--- src/rtl/gpdp_pkg.sv ---
// Types and constants shared by the gray pixel depth packer.
`timescale 1ns / 1ps
`default_nettype none

package gpdp_pkg;

    localparam int unsigned PIXEL_W = 8;
    localparam int unsigned SLOT_W  = 3;

    localparam logic [PIXEL_W-1:0] LEVEL_THRESHOLD = 8'd128;

    localparam logic [SLOT_W-1:0] LAST_SLOT_1BPP = 3'd7;
    localparam logic [SLOT_W-1:0] LAST_SLOT_2BPP = 3'd3;
    localparam logic [SLOT_W-1:0] LAST_SLOT_4BPP = 3'd1;

    typedef enum logic [1:0] {
        DEPTH_1BPP = 2'd0,
        DEPTH_2BPP = 2'd1,
        DEPTH_4BPP = 2'd2,
        DEPTH_8BPP = 2'd3
    } t_depth_mode;

    typedef struct packed {
        logic [PIXEL_W-1:0] pixel;
        logic               line_end;
    } t_pix_in;

    typedef struct packed {
        logic [PIXEL_W-1:0] packed_byte;
        logic               line_done;
    } t_pix_out;

endpackage : gpdp_pkg

`default_nettype wire

--- src/rtl/gray_pixel_depth_packer.sv ---
// Top level of the gray pixel depth packer: packs shadow pixels into LCD bytes.
//
//   channel | direction | handshake                  | payload
//   --------+-----------+----------------------------+------------------
//   in      | input     | i_in_valid / o_in_stall    | i_in_data  (t_pix_in)
//   out     | output    | o_out_valid / i_out_stall  | o_out_data (t_pix_out)
//   cfg     | input     | i_cfg_wr_en                | i_cfg_wr_data (depth_mode)
//
// One pixel per cycle while o_in_stall is low; the packed byte is computed combinationally from
// the pixel that completes it and registered into the output register, or into the skid stage.
// Synchronous active-low reset clears depth mode, accumulator, slot count and valids.
// An output register plus a one-entry skid stage take one more byte-producing transfer
// after the output stalls; pixels that only fill slots keep flowing;
// o_in_stall rises only when the skid is full.
`timescale 1ns / 1ps
`default_nettype none

module gray_pixel_depth_packer (
    input  wire logic              i_clk,
    input  wire logic              i_rst_n,
    input  wire logic              i_cfg_wr_en,
    input  wire logic [1:0]        i_cfg_wr_data,
    input  wire logic              i_in_valid,
    output      logic              o_in_stall,
    input  wire gpdp_pkg::t_pix_in  i_in_data,
    output      logic              o_out_valid,
    input  wire logic              i_out_stall,
    output      gpdp_pkg::t_pix_out o_out_data
);
    import gpdp_pkg::*;

    t_depth_mode         r_depth_mode;
    logic [PIXEL_W-1:0]  r_acc;
    logic [PIXEL_W-1:0]  n_acc;
    logic [SLOT_W-1:0]   r_slot_count;
    logic [SLOT_W-1:0]   n_slot_count;
    t_pix_out            r_out;
    logic                r_out_valid;
    t_pix_out            r_skid;
    logic                r_skid_valid;

    logic [PIXEL_W-1:0]  acc_sum;
    logic                emit;
    logic                in_xfer;
    logic                out_xfer;
    t_pix_out            result;

    assign o_in_stall  = r_skid_valid;
    assign in_xfer     = i_in_valid && !r_skid_valid;
    assign out_xfer    = r_out_valid && !i_out_stall;
    assign o_out_valid = r_out_valid;
    assign o_out_data  = r_out;

    always_comb begin
        acc_sum = r_acc;
        emit    = 1'b0;
        unique case (r_depth_mode)
            DEPTH_1BPP: begin
                if (i_in_data.pixel < LEVEL_THRESHOLD) begin
                    acc_sum = r_acc | (8'h01 << r_slot_count);
                end
                emit = (r_slot_count >= LAST_SLOT_1BPP) || i_in_data.line_end;
            end
            DEPTH_2BPP: begin
                acc_sum = r_acc | ({6'b0, i_in_data.pixel[7:6]} << {r_slot_count[1:0], 1'b0});
                emit    = (r_slot_count >= LAST_SLOT_2BPP) || i_in_data.line_end;
            end
            DEPTH_4BPP: begin
                if (r_slot_count[0] == 1'b0) begin
                    acc_sum = r_acc | {4'b0, i_in_data.pixel[7:4]};
                end else begin
                    acc_sum = r_acc | (i_in_data.pixel & 8'hF0);
                end
                emit = (r_slot_count >= LAST_SLOT_4BPP) || i_in_data.line_end;
            end
            DEPTH_8BPP: begin
                acc_sum = i_in_data.pixel;
                emit    = 1'b1;
            end
            default: begin
                acc_sum = r_acc;
                emit    = 1'b0;
            end
        endcase
        result.packed_byte = acc_sum;
        result.line_done   = i_in_data.line_end;

        n_acc        = r_acc;
        n_slot_count = r_slot_count;
        if (in_xfer) begin
            if (emit) begin
                n_acc        = '0;
                n_slot_count = '0;
            end else begin
                n_acc        = acc_sum;
                n_slot_count = r_slot_count + 3'd1;
            end
        end
    end

    always_ff @(posedge i_clk) begin
        if (!i_rst_n) begin
            r_depth_mode <= DEPTH_1BPP;
            r_acc        <= '0;
            r_slot_count <= '0;
        end else begin
            if (i_cfg_wr_en) begin
                r_depth_mode <= t_depth_mode'(i_cfg_wr_data);
            end
            r_acc        <= n_acc;
            r_slot_count <= n_slot_count;
        end
    end

    // advance the output register from the skid or the new result; hold into the skid
    always_ff @(posedge i_clk) begin
        if (!i_rst_n) begin
            r_out_valid  <= 1'b0;
            r_skid_valid <= 1'b0;
        end else begin
            if (!r_out_valid || out_xfer) begin
                if (r_skid_valid) begin
                    r_out_valid  <= 1'b1;
                    r_skid_valid <= 1'b0;
                end else begin
                    r_out_valid <= in_xfer && emit;
                end
            end else if (in_xfer && emit) begin
                r_skid_valid <= 1'b1;
            end
        end
    end

    always_ff @(posedge i_clk) begin
        if (!r_out_valid || out_xfer) begin
            if (r_skid_valid) begin
                r_out <= r_skid;
            end else if (in_xfer && emit) begin
                r_out <= result;
            end
        end else if (in_xfer && emit) begin
            r_skid <= result;
        end
    end

endmodule : gray_pixel_depth_packer

`default_nettype wire

--- config.mk ---
export PLATFORM = sky130hd
export DESIGN_NAME = gray_pixel_depth_packer
export DESIGN_NICKNAME = d
export VERILOG_FILES = /design/src/rtl/gpdp_pkg.sv /design/src/rtl/gray_pixel_depth_packer.sv
export SDC_FILE = /design/constraint.sdc
export NUM_CORES = 1
export LEC_CHECK = 0
export BUFFER_PORTS_ARGS = -buffer_cell sky130_fd_sc_hd__buf_2
export CORE_AREA = 3 3 68 70
export DETAILED_ROUTE_END_ITERATION = 16
export DIE_AREA = 0 0 71 73
export PLACE_DENSITY = 0.66
export REMOVE_ABC_BUFFERS = 1
export SYNTH_ARGS = -nofsm -noshare
export SYNTH_HDL_FRONTEND = slang
export SYNTH_SLANG_ARGS = --single-unit
--- constraint.sdc ---
create_clock -name i_clk -period 2.7 [get_ports i_clk]
set_clock_uncertainty 0.1 [all_clocks]
set_input_delay 0.27 -clock i_clk [delete_from_list [all_inputs] [get_ports i_clk]]
set_output_delay 0.27 -clock i_clk [all_outputs]
set_load 0.02 [all_outputs]
==> qor.yml <==
drc: 0
htree_levels: 2
timing.slew.headroom_pct: 60.9
pwr-share-comb_pct: 15.8
postCtsSetupBuffers: 0
start_kind: "flip-flop"
grt-ovfl-total: 0
min_period_ps: 2360
cts.sinks: 33
grt_pass1_wl_microns: 7250
finalPower_mw: 1.20
syn_inst: 177
synth_warnings: 0
design.die.area_sq_um: 5180
final_nets: 234
ys_seq_area_share_pct: 46.3
path_cells: "inv_1, ha_1, o311ai_2, or3_1, a21oi_2, a21oi_2"
ys_async_sr_fraction_pct: 0
clkTransAtPathRegs_ps: 60
sw_frac_of_total_pct: 24.5
holdPathStages: 1
ir_worst_vdd_uv: 372
synth_edf_count: 18
ctsHoldBuffers: 0
grt_max_degree: 14
synth-seq-cells: 33
status: "completed"
fin_crit_sh_pct: 87.2
detailed_place_hpwl_microns: 3070
antenna_cells: 0
antenna_found_initial: 0
final-hold-violation-count: 0
grt_pass1_vias: 1526
routedWlPerCell_microns: 15.9
initial_utilization_pct: 45.1
rsz0062_at_grt: "no"
pwr-share-seq_pct: 47.2
p_leak_nw: 0.855
setup_violations: 0
min_to: "r_skid[0]"
rows: 23
clock_path_buffers: 2
max_freq_mhz: 425
critPathMostFrequentCell: "a21oi_2"
crit_start: "r_depth_mode[0]"
gp_congestion: 0.916
arrival_ps: 2180
core_area_sq_um: 4030
io_pins: 27
path_max_fanout: 9
drt.antenna.violating_nets: 0
areaGrowthSynthToFinish_pct: 16.4
post_drt_via_cell_ratio: 5.73
yosys_most_used_dff: "edfxtp_1"
r2r-start: "r_depth_mode[0]"
yosysTopAreaCell: "edfxtp_1"
drive_gt1_share_pct: 26.8
max_stage_delay_ps: 410
hold_class: "in -> reg"
hold_path_startpoint: "i_in_data[0]"
cts-root-buf: "clkbuf_8"
p_int_mw: 0.907
r2r_slack_ps: 340
cts-buffers-inserted: 5
io_buffers: 26
crit_type: "reg -> reg"
cp-end-kind: "flip-flop"
post_cts_resized: 0
ff2ff_path_depth: 6
die_h_microns: 73
ys_types: 35
fin_setup_tns_ps: 0
slowest_stage: "a21oi_2"
ys_top_cells_by_count: "edfxtp_1 (18), nor2_1 (18), a21oi_1 (15), dfxtp_1 (15), nand2_1 (12)"
clock_latency_ps: 290
synth.avg_cell_area_sq_um: 10.3
first_pass_iters: 4
cts_tree: "done"
drtIter0Drc: 122
p_clk_share_pct: 37.0
drv_cap: 0
reg2reg_to: "o_out_data[3]"
syn_area_sq_um: 1820
slew_viol_final: 0
worstPathRequired_ps: 2520
power_density_nw_per_um2: 569
dr_total_vias: 1485
tightest_slew_ps: 587
wl_microns: 4110
die_w_microns: 71
synth_top_area_share_pct: 29.8
synth_area_leaders: "edfxtp_1 (30%), dfxtp_1 (17%), ha_1 (6.9%), mux2_2 (5.0%), a21oi_1 (4.1%)"
p_sw_mw: 0.294
grt_usage_pct: 17.9
cell usage in the layout, fill, tap and decap left out, drive strengths merged, types with 9 or more instances in the layout:
master	netlist	routed
nor2	18	18
mux2	9	9
ha	10	10
edfxtp	18	18
buf	6	32
a21oi	17	17
a22oi	9	9
inv	10	10
nand2	12	12
dfxtp	15	15
final cells by class:
class                      count  area [sq um]
clock buffer                   6          72.6
inverter                      11          41.3
sequential                    33           841
multi-input combinational    125           887
timing repair buffer          32           175
tap                           50          62.6
fill                         386          1920
clock inverter                 2          33.8
per-stage QoR:
| step | instance area, sq um | util [%] | hold slack (ps) | setup WS (ps) | std cells |
|---|---|---|---|---|---|
| CTS | 2110 | 52.4 | 95.2 | 31.6 | 259 |
| finish | 2110 | 52.5 | 105 | 345 | 259 |
| detailed placement | 2000 | 49.7 | 391 | 52.1 | 251 |
| floorplan | 1770 | - | 269 | 89.8 | 169 |
| global route | 2110 | 52.5 | 92.0 | 187 | 259 |
| global placement | 2000 | 49.7 | 381 | 183 | 251 |
layer usage:
| layer | wire length [microns] | vias up | global-route usage [%] | share of wire (%) |
|---|---|---|---|---|
| met4 | 125 | 0 | 10.6 | 3.0 |
| li1 | - | 711 | - | - |
| met5 | 0 | - | 0 | 0 |
| met1 | 1730 | 701 | 22.0 | 42 |
| met3 | 272 | 13 | 4.13 | 6.6 |
| met2 | 1980 | 60 | 28.7 | 48 |
worst max-delay path by stage:
| stage | endpoint | slack (ps) |
|---|---|---|
| after floorplan | r_skid[0] | 90 |
| after global placement | o_out_data[5] | 180 |
| after detailed placement | o_out_data[5] | 50 |
| after CTS | o_out_data[3] | 30 |
| after global routing | o_out_data[3] | 190 |
| final | o_out_data[3] | 340 |
worst max-delay path, delay by kind of cell (launching register included):
family,cells,cell delay (ps)
buf+inv,1,90
compound gates,3,860
fa+ha+maj,1,350
simple gates,1,210
flops,1,380
registers in the layout, indices dropped and copies added (netlist names):
name          flops
o_in_stall        1
o_out_data        9
o_out_valid       1
r_acc             8
r_depth_mode      2
r_skid            9
r_slot_count      3
cell families after synthesis:
family / synth area share, %
AOI/OAI and AO/OA: 19.9
and+or+nand+nor: 14.6
DFF: 46.3
buffers and inverters: 5.03
muxes: 7.24
adders and majority gates: 6.89
power by group through the flow:
stage	Sequential, mW	Combinational (mW)	Clock (mW)
6_report	0.567	0.190	0.444
5_1_grt	0.569	0.214	0.480
4_1_cts	0.567	0.190	0.453
3_5_place_dp	0.578	0.189	0
3_3_place_gp	0.577	0.185	0
2_1_floorplan	0.591	0.113	0
(Power assumes the default switching activity.)
